**src/hw/rtl/gdws_pkg.sv**
```systemverilog
`timescale 1ns / 1ps

package gdws_pkg;

	localparam int CNT_W     = 32;
	localparam int SETTLE_W  = 10;
	localparam int TOTAL_W   = 32;

	localparam logic [SETTLE_W-1:0] SETTLE_RESET = SETTLE_W'(50);

	localparam logic CMD_EDGE = 1'b0;
	localparam logic CMD_TICK = 1'b1;

	typedef struct packed {
		logic               stable_level;
		logic               stable_valid;
		logic               stable_changed;
		logic               settling;
		logic [TOTAL_W-1:0] bounce_total;
		logic [TOTAL_W-1:0] stable_total;
	} res_t;

endpackage

```
**src/hw/rtl/gdws_if.sv**
```systemverilog
`timescale 1ns / 1ps

interface gdws_in_if;
	logic valid;
	logic ready;
	logic cmd;
	logic pin_level;

	modport source (output valid, output cmd, output pin_level, input ready);
	modport sink   (input valid, input cmd, input pin_level, output ready);
endinterface

interface gdws_out_if;
	import gdws_pkg::*;

	logic               valid;
	logic               ready;
	logic               stable_level;
	logic               stable_valid;
	logic               stable_changed;
	logic               settling;
	logic [TOTAL_W-1:0] bounce_total;
	logic [TOTAL_W-1:0] stable_total;

	modport source (output valid, output stable_level, output stable_valid,
		output stable_changed, output settling, output bounce_total,
		output stable_total, input ready);
	modport sink   (input valid, input stable_level, input stable_valid,
		input stable_changed, input settling, input bounce_total,
		input stable_total, output ready);
endinterface

```
**src/hw/rtl/gdws_core.sv**
```systemverilog
`timescale 1ns / 1ps

module gdws_core (
	input  logic                            clk,
	input  logic                            arst_n,
	input  logic                            cfg_we,
	input  logic [gdws_pkg::SETTLE_W-1:0]   cfg_wdata,
	input  logic                            accept,
	input  logic                            cmd,
	input  logic                            pin_level,
	output gdws_pkg::res_t                  res_d
);
	import gdws_pkg::*;

	logic [SETTLE_W-1:0] settle_q;
	logic [SETTLE_W-1:0] countdown_q, countdown_d;
	logic                armed_q, armed_d;
	logic                last_seen_q, last_seen_d;
	logic                stable_bit_q, stable_bit_d;
	logic                stable_known_q, stable_known_d;
	logic [CNT_W-1:0]    bounce_cnt_q, bounce_cnt_d;
	logic [CNT_W-1:0]    stable_cnt_q, stable_cnt_d;
	logic                changed;

	always_comb begin
		countdown_d    = countdown_q;
		armed_d        = armed_q;
		last_seen_d    = last_seen_q;
		stable_bit_d   = stable_bit_q;
		stable_known_d = stable_known_q;
		bounce_cnt_d   = bounce_cnt_q;
		stable_cnt_d   = stable_cnt_q;
		changed        = 1'b0;
		if (cmd == CMD_EDGE) begin
			last_seen_d = pin_level;
			countdown_d = settle_q;
			armed_d     = 1'b1;
		end else if (armed_q) begin
			if (countdown_q > SETTLE_W'(1)) begin
				countdown_d = countdown_q - SETTLE_W'(1);
			end else begin
				// expiry tick: evaluate the pin
				countdown_d = '0;
				if (pin_level == last_seen_q) begin
					if (!stable_known_q || pin_level != stable_bit_q) begin
						stable_bit_d   = pin_level;
						stable_known_d = 1'b1;
						stable_cnt_d   = stable_cnt_q + CNT_W'(1);
						changed        = 1'b1;
					end
					armed_d = 1'b0;
				end else begin
					bounce_cnt_d = bounce_cnt_q + CNT_W'(1);
					last_seen_d  = pin_level;
					countdown_d  = settle_q;
				end
			end
		end
	end

	always_comb begin
		res_d.stable_level   = stable_bit_d;
		res_d.stable_valid   = stable_known_d;
		res_d.stable_changed = changed;
		res_d.settling       = armed_d;
		res_d.bounce_total   = TOTAL_W'(bounce_cnt_d);
		res_d.stable_total   = TOTAL_W'(stable_cnt_d);
	end

	always_ff @(posedge clk or negedge arst_n) begin
		if (!arst_n) begin
			settle_q <= SETTLE_RESET;
		end else if (cfg_we) begin
			settle_q <= cfg_wdata;
		end
	end

	always_ff @(posedge clk or negedge arst_n) begin
		if (!arst_n) begin
			countdown_q    <= '0;
			armed_q        <= 1'b0;
			last_seen_q    <= 1'b0;
			stable_bit_q   <= 1'b0;
			stable_known_q <= 1'b0;
			bounce_cnt_q   <= '0;
			stable_cnt_q   <= '0;
		end else if (accept) begin
			countdown_q    <= countdown_d;
			armed_q        <= armed_d;
			last_seen_q    <= last_seen_d;
			stable_bit_q   <= stable_bit_d;
			stable_known_q <= stable_known_d;
			bounce_cnt_q   <= bounce_cnt_d;
			stable_cnt_q   <= stable_cnt_d;
		end
	end

	a_disarmed_idle: assert property (@(posedge clk) disable iff (!arst_n)
		!armed_q |-> countdown_q == '0)
		else $error("countdown running while disarmed");

	a_change_known: assert property (@(posedge clk) disable iff (!arst_n)
		accept && changed |=> stable_known_q && armed_q == 1'b0)
		else $error("stable change without known level or with countdown armed");

	a_stable_count: assert property (@(posedge clk) disable iff (!arst_n)
		accept |=> stable_cnt_q == $past(stable_cnt_q) + CNT_W'($past(changed)))
		else $error("stable counter out of step with change pulse");

endmodule

```
**src/hw/rtl/gdws_out_reg.sv**
```systemverilog
`timescale 1ns / 1ps

module gdws_out_reg (
	input  logic            clk,
	input  logic            arst_n,
	input  logic            load,
	input  gdws_pkg::res_t  res_d,
	output logic            can_load,
	gdws_out_if.source      out_ch
);
	import gdws_pkg::*;

	logic valid_q;
	res_t res_q;

	// take a new item when none is held or the held one leaves in this cycle
	assign can_load = !valid_q || out_ch.ready;

	always_ff @(posedge clk or negedge arst_n) begin
		if (!arst_n) begin
			valid_q <= 1'b0;
		end else if (load) begin
			valid_q <= 1'b1;
		end else if (out_ch.ready) begin
			valid_q <= 1'b0;
		end
	end

	always_ff @(posedge clk) begin
		if (load) begin
			res_q <= res_d;
		end
	end

	assign out_ch.valid          = valid_q;
	assign out_ch.stable_level   = res_q.stable_level;
	assign out_ch.stable_valid   = res_q.stable_valid;
	assign out_ch.stable_changed = res_q.stable_changed;
	assign out_ch.settling       = res_q.settling;
	assign out_ch.bounce_total   = res_q.bounce_total;
	assign out_ch.stable_total   = res_q.stable_total;

	a_load_shown: assert property (@(posedge clk) disable iff (!arst_n)
		load |=> valid_q && res_q == $past(res_d))
		else $error("loaded item not presented");

endmodule

```
**src/hw/rtl/gdws_top_dummy_placeholder.sv**
```systemverilog
`timescale 1ns / 1ps

module gdws_in_stage (
	input  logic        can_load,
	output logic        accept,
	output logic        cmd,
	output logic        pin_level,
	gdws_in_if.sink     in_ch
);
	// ready follows the result register; an item is taken on valid and ready
	assign in_ch.ready = can_load;
	assign accept      = in_ch.valid && can_load;
	assign cmd         = in_ch.cmd;
	assign pin_level   = in_ch.pin_level;
endmodule

```
**src/hw/rtl/gpio_debounce_with_stats.sv**
```systemverilog
`timescale 1ns / 1ps

// channel    | dir | handshake     | payload
// pin_in     | in  | valid / ready | cmd, pin_level
// stat_out   | out | valid / ready | stable_level, stable_valid, stable_changed,
//            |     |               | settling, bounce_total, stable_total
// cfg        | in  | cfg_we        | cfg_wdata (settle time in ticks)
//
// one item per cycle while pin_in.ready is high; its result is registered and shows in the cycle after accept
// state updates and the result register load in the same cycle as accept
// pin_in.ready is low only while a result is held and stat_out.ready is low
// arst_n clears the debouncer state and stat_out.valid (the held payload is not reset); settle time resets to 50 ticks

module gpio_debounce_with_stats (
	input  logic                           clk,
	input  logic                           arst_n,
	input  logic                           cfg_we,
	input  logic [gdws_pkg::SETTLE_W-1:0]  cfg_wdata,
	gdws_in_if.sink                        pin_in,
	gdws_out_if.source                     stat_out
);
	import gdws_pkg::*;

	logic accept;
	logic can_load;
	logic cmd;
	logic pin_level;
	res_t res_d;

	gdws_in_stage u_in (
		.can_load  (can_load),
		.accept    (accept),
		.cmd       (cmd),
		.pin_level (pin_level),
		.in_ch     (pin_in)
	);

	gdws_core u_core (
		.clk       (clk),
		.arst_n    (arst_n),
		.cfg_we    (cfg_we),
		.cfg_wdata (cfg_wdata),
		.accept    (accept),
		.cmd       (cmd),
		.pin_level (pin_level),
		.res_d     (res_d)
	);

	gdws_out_reg u_out (
		.clk      (clk),
		.arst_n   (arst_n),
		.load     (accept),
		.res_d    (res_d),
		.can_load (can_load),
		.out_ch   (stat_out)
	);

endmodule

```
**src/flat_wrapper.sv**
```systemverilog
// flat-port wrapper written by rule: the top's interface ports become plain ports
module gpio_debounce_with_stats_flat import gdws_pkg::*;
  (clk, arst_n, cfg_we, cfg_wdata, pin_in_valid, pin_in_cmd, pin_in_pin_level, pin_in_ready, stat_out_valid, stat_out_stable_level, stat_out_stable_valid, stat_out_stable_changed, stat_out_settling, stat_out_bounce_total, stat_out_stable_total, stat_out_ready);
  gdws_in_if pin_in_i ();
  gdws_out_if stat_out_i ();
  input  logic clk;
  input  logic arst_n;
  input  logic cfg_we;
  input  logic [gdws_pkg::SETTLE_W-1:0] cfg_wdata;
  input wire logic [$bits(pin_in_i.valid)-1:0] pin_in_valid;
  input wire logic [$bits(pin_in_i.cmd)-1:0] pin_in_cmd;
  input wire logic [$bits(pin_in_i.pin_level)-1:0] pin_in_pin_level;
  output wire logic [$bits(pin_in_i.ready)-1:0] pin_in_ready;
  output wire logic [$bits(stat_out_i.valid)-1:0] stat_out_valid;
  output wire logic [$bits(stat_out_i.stable_level)-1:0] stat_out_stable_level;
  output wire logic [$bits(stat_out_i.stable_valid)-1:0] stat_out_stable_valid;
  output wire logic [$bits(stat_out_i.stable_changed)-1:0] stat_out_stable_changed;
  output wire logic [$bits(stat_out_i.settling)-1:0] stat_out_settling;
  output wire logic [$bits(stat_out_i.bounce_total)-1:0] stat_out_bounce_total;
  output wire logic [$bits(stat_out_i.stable_total)-1:0] stat_out_stable_total;
  input wire logic [$bits(stat_out_i.ready)-1:0] stat_out_ready;
  assign pin_in_i.valid = pin_in_valid;
  assign pin_in_i.cmd = pin_in_cmd;
  assign pin_in_i.pin_level = pin_in_pin_level;
  assign pin_in_ready = pin_in_i.ready;
  assign stat_out_valid = stat_out_i.valid;
  assign stat_out_stable_level = stat_out_i.stable_level;
  assign stat_out_stable_valid = stat_out_i.stable_valid;
  assign stat_out_stable_changed = stat_out_i.stable_changed;
  assign stat_out_settling = stat_out_i.settling;
  assign stat_out_bounce_total = stat_out_i.bounce_total;
  assign stat_out_stable_total = stat_out_i.stable_total;
  assign stat_out_i.ready = stat_out_ready;
  gpio_debounce_with_stats u_core (.clk(clk), .arst_n(arst_n), .cfg_we(cfg_we), .cfg_wdata(cfg_wdata), .pin_in(pin_in_i), .stat_out(stat_out_i));
endmodule
```
**config.mk**
```make
export PLATFORM = sky130hd
export DESIGN_NAME = gpio_debounce_with_stats_flat
export DESIGN_NICKNAME = d
export VERILOG_FILES = /design/src/hw/rtl/gdws_pkg.sv /design/src/hw/rtl/gdws_if.sv /design/src/hw/rtl/gdws_core.sv /design/src/hw/rtl/gdws_out_reg.sv /design/src/hw/rtl/gdws_top_dummy_placeholder.sv /design/src/hw/rtl/gpio_debounce_with_stats.sv /design/src/flat_wrapper.sv
export SDC_FILE = /design/constraint.sdc
export NUM_CORES = 1
export LEC_CHECK = 0
export BUFFER_PORTS_ARGS = -buffer_cell sky130_fd_sc_hd__buf_2
export CORE_ASPECT_RATIO = 1.5
export CORE_UTILIZATION = 30
export DETAILED_ROUTE_END_ITERATION = 10
export SLEW_MARGIN = 40
export SYNTH_ARGS = -nofsm -noshare
export SYNTH_HDL_FRONTEND = slang
export SYNTH_HIERARCHICAL = 1
export SYNTH_SLANG_ARGS = --single-unit
```
**constraint.sdc**
```tcl
create_clock -name clk -period 4.3 [get_ports clk]
set_input_delay 0.645 -clock clk [delete_from_list [all_inputs] [get_ports clk]]
set_output_delay 0.645 -clock clk [all_outputs]
set_load 0.02 [all_outputs]
```
==> metrics.yaml <==
worstPathArrival_ps: 2810
finalWorstPathRequiredPeriod_ps: 2640
fmax_mhz: 379
cts-root-buf: "clkbuf_16"
vias: 5061
ys_types: 56
cts.sinks: 157
crit_fanout: 11
startpoint_type: "flip-flop"
crit_chain: "inv_1 > ha_1 > o211a_1 > nand3_1 > nor2_1 > nand4_1 > xnor2_1"
synthCells: 658
route.detailed.drc: 0
port_buffers: 86
p_leak_nw: 3.66
netlist_top_cells_area: "dfrtp_1, edfxtp_1, xnor2_1"
status: "complete, no violations"
syn_area_sq_um: 7650
clk_pin_slew_ps: 70
final_nets: 749
synth_top_area_cell: "dfrtp_1"
post_cts_buffers: 0
via_per_inst: 4.73
power.density_nw_per_um2: 415
finalSetupViolCount: 0
ys_ff_latch: 157
use_met1: 0.146
dieArea_sq_um: 26200
cts_hold_buf: 0
numCtsBuffers: 17
antenna_found_initial: 1
worstPathBufferInverterCount: 1
io_pins: 87
n_antenna_cell: 0
drv_cap: 0
fin_tns_setup_ps: 0
grt_pass1_wl_mm: 26.0
worst_slew_pin_slew_ps: 718
cts.htree.levels: 4
grt_use_met3: 0.0234
cp.required_ps: 4470
met2_usage: 0.231
peakVddDrop_mv: 0.211
wl_per_cell_microns: 15.1
cts_resized: 0
wl_mm: 16.1
dpl.hpwl_mm: 11.5
nFillCells: 2505
reg2reg_depth: 7
synth_top_area_frac: 0.281
drt_iter0_drc: 328
synth-edff-count: 68
grt_max_degree: 63
r2r_start: "u_core/u_core/countdown_q[0]"
ys_async_sr_fraction: 0.567
area_delta_synth_final_pct: 16.9
clockBufferDepth: 2
synth.avg_cell_area_sq_um: 11.6
reg2reg_slack_ps: 1660
grtUsageTotal: 0.127
fin_skew_ps: 10.4
drive_gt1_frac: 0.215
grt_overflow_total: 0
place.gp.congestion: 0.787
slew_violations: 0
start_util: 0.306
cts_tree: "built"
yosysMostFrequentCell: "xnor2_1"
grt.busiest_layer: "met2"
relSlewSlack: 0.518
end_kind: "flip-flop"
fin_crit_sh: 0.614
reg2reg_to: "u_core/u_out/out_ch.bounce_total[6]"
seq_area_frac_synth: 0.558
synthesis.nets: 679
rsz0062_at_grt: "false"
yosys_warnings: 6
synthFlopType: "dfrtp_1"
die_h_microns: 198
ant_nets: 0
firstDrtPassIters: 4
hold_path_class: "in -> async"
num_rows: 71
crit_slowest_cell: "nor2_1"
hold_viol: 0
crit_family: "simple AND/OR/NAND/NOR gates"
clock_latency_ps: 420
cp_slowest_stage_delay_ps: 610
crit_type: "reg -> reg"
die_w_microns: 132
core_area_sq_um: 25100
first_global_vias: 4945
synthTopCellsByCount: "xnor2_1, dfrtp_1, edfxtp_1, nand2_1, nand3_1"
final_util: 0.357
[kinds of logic after synthesis]
group	after synthesis	share of synthesized area
buffers and inverters	44	0.0306
DFF	157	0.558
muxes	14	0.0206
xor gates and xnor gates	129	0.148
AOI/OAI and AO/OA	30	0.0293
and+or+nand+nor	280	0.207
adders and majority gates	4	0.00654
[cells in the final DEF, fill, tap and decap left out, types with 3 or more instances in the layout]
| cell type | n |
|---|---|
| a21o_1 | 4 |
| and2_1 | 5 |
| and3_1 | 23 |
| and4_1 | 11 |
| buf_2 | 85 |
| buf_4 | 5 |
| bufinv_16 | 4 |
| clkbuf_16 | 17 |
| dfrtp_1 | 86 |
| dfstp_2 | 3 |
| edfxtp_1 | 68 |
| ha_1 | 4 |
| inv_1 | 4 |
| inv_6 | 4 |
| mux2_2 | 13 |
| nand2_1 | 66 |
| nand2b_1 | 4 |
| nand3_1 | 45 |
| nand4_1 | 41 |
| nor2_1 | 38 |
| nor3_1 | 12 |
| nor3_2 | 3 |
| nor3_4 | 3 |
| nor4_1 | 7 |
| nor4_4 | 4 |
| o21ai_0 | 10 |
| xnor2_1 | 100 |
| xor2_1 | 29 |
[stage by stage]
stage / hold WS, ps / power (mW) / cell area [sq um] / instances / setup WS [ps]
2_1_floorplan: 349 / 2.04 / 7650 / 658 / 440
3_3_place_gp: 462 / 2.14 / 8320 / 1037 / 1560
3_5_place_dp: 477 / 2.15 / 8330 / 1037 / 1560
4_1_cts: 223 / 3.76 / 8950 / 1069 / 1620
5_1_grt: 244 / 3.86 / 8950 / 1069 / 1380
6_report: 194 / 3.71 / 8950 / 1069 / 1660
[routing by layer]
metal | routed length [microns] | share of wire | vias to the layer above
met3 | 481 | 0.030 | 15
met2 | 8560 | 0.53 | 83
li1 | - | - | 2467
met1 | 6840 | 0.42 | 2494
met4 | 239 | 0.015 | 2
met5 | 10 | 0.00062 | -
[sequential cells by signal (all words and copies together) (netlist names)]
signal / count
u_core/u_core/armed_q: 1
u_core/u_core/bounce_cnt_q: 32
u_core/u_core/countdown_q: 10
u_core/u_core/last_seen_q: 1
u_core/u_core/settle_q: 10
u_core/u_core/stable_bit_q: 1
u_core/u_core/stable_cnt_q: 32
u_core/u_core/stable_known_q: 1
u_core/u_out/out_ch.bounce_total: 32
u_core/u_out/out_ch.settling: 1
u_core/u_out/out_ch.stable_changed: 1
u_core/u_out/out_ch.stable_level: 1
u_core/u_out/out_ch.stable_total: 32
u_core/u_out/out_ch.stable_valid: 1
u_core/u_out/out_ch.valid: 1
[layout make-up]
type / count / area [sq um] / share of cell area
clock buffer: 19 / 433 / 0.0484
tap: 328 / 410 / 0.0459
clock inverter: 13 / 188 / 0.0210
multi-input combinational: 457 / 3150 / 0.353
sequential: 157 / 4270 / 0.478
inverter: 4 / 15.0 / 0.00168
timing repair buffer: 91 / 474 / 0.0530
[worst max path at each step]
| stage | start | to | depth (start not counted) |
|---|---|---|---|
| final | u_core/u_core/countdown_q[0] | u_core/u_out/out_ch.bounce_total[6] | 7 |
| after global routing | u_core/u_core/countdown_q[0] | u_core/u_out/out_ch.bounce_total[6] | 7 |
| after CTS | u_core/u_core/countdown_q[0] | u_core/u_out/out_ch.bounce_total[6] | 7 |
| after detailed placement | pin_in_cmd | u_core/u_out/out_ch.bounce_total[6] | 6 |
| after global placement | pin_in_cmd | u_core/u_out/out_ch.stable_total[12] | 6 |
| after floorplan | stat_out_ready | u_core/u_core/bounce_cnt_q[6] | 6 |
[power by group]
group	switching (mW)	internal, mW
sequential	0.0918	1.66
clock	0.623	0.978
combinational	0.238	0.125
total	0.953	2.76
Note: power is estimated with default switching activity, not from simulation.
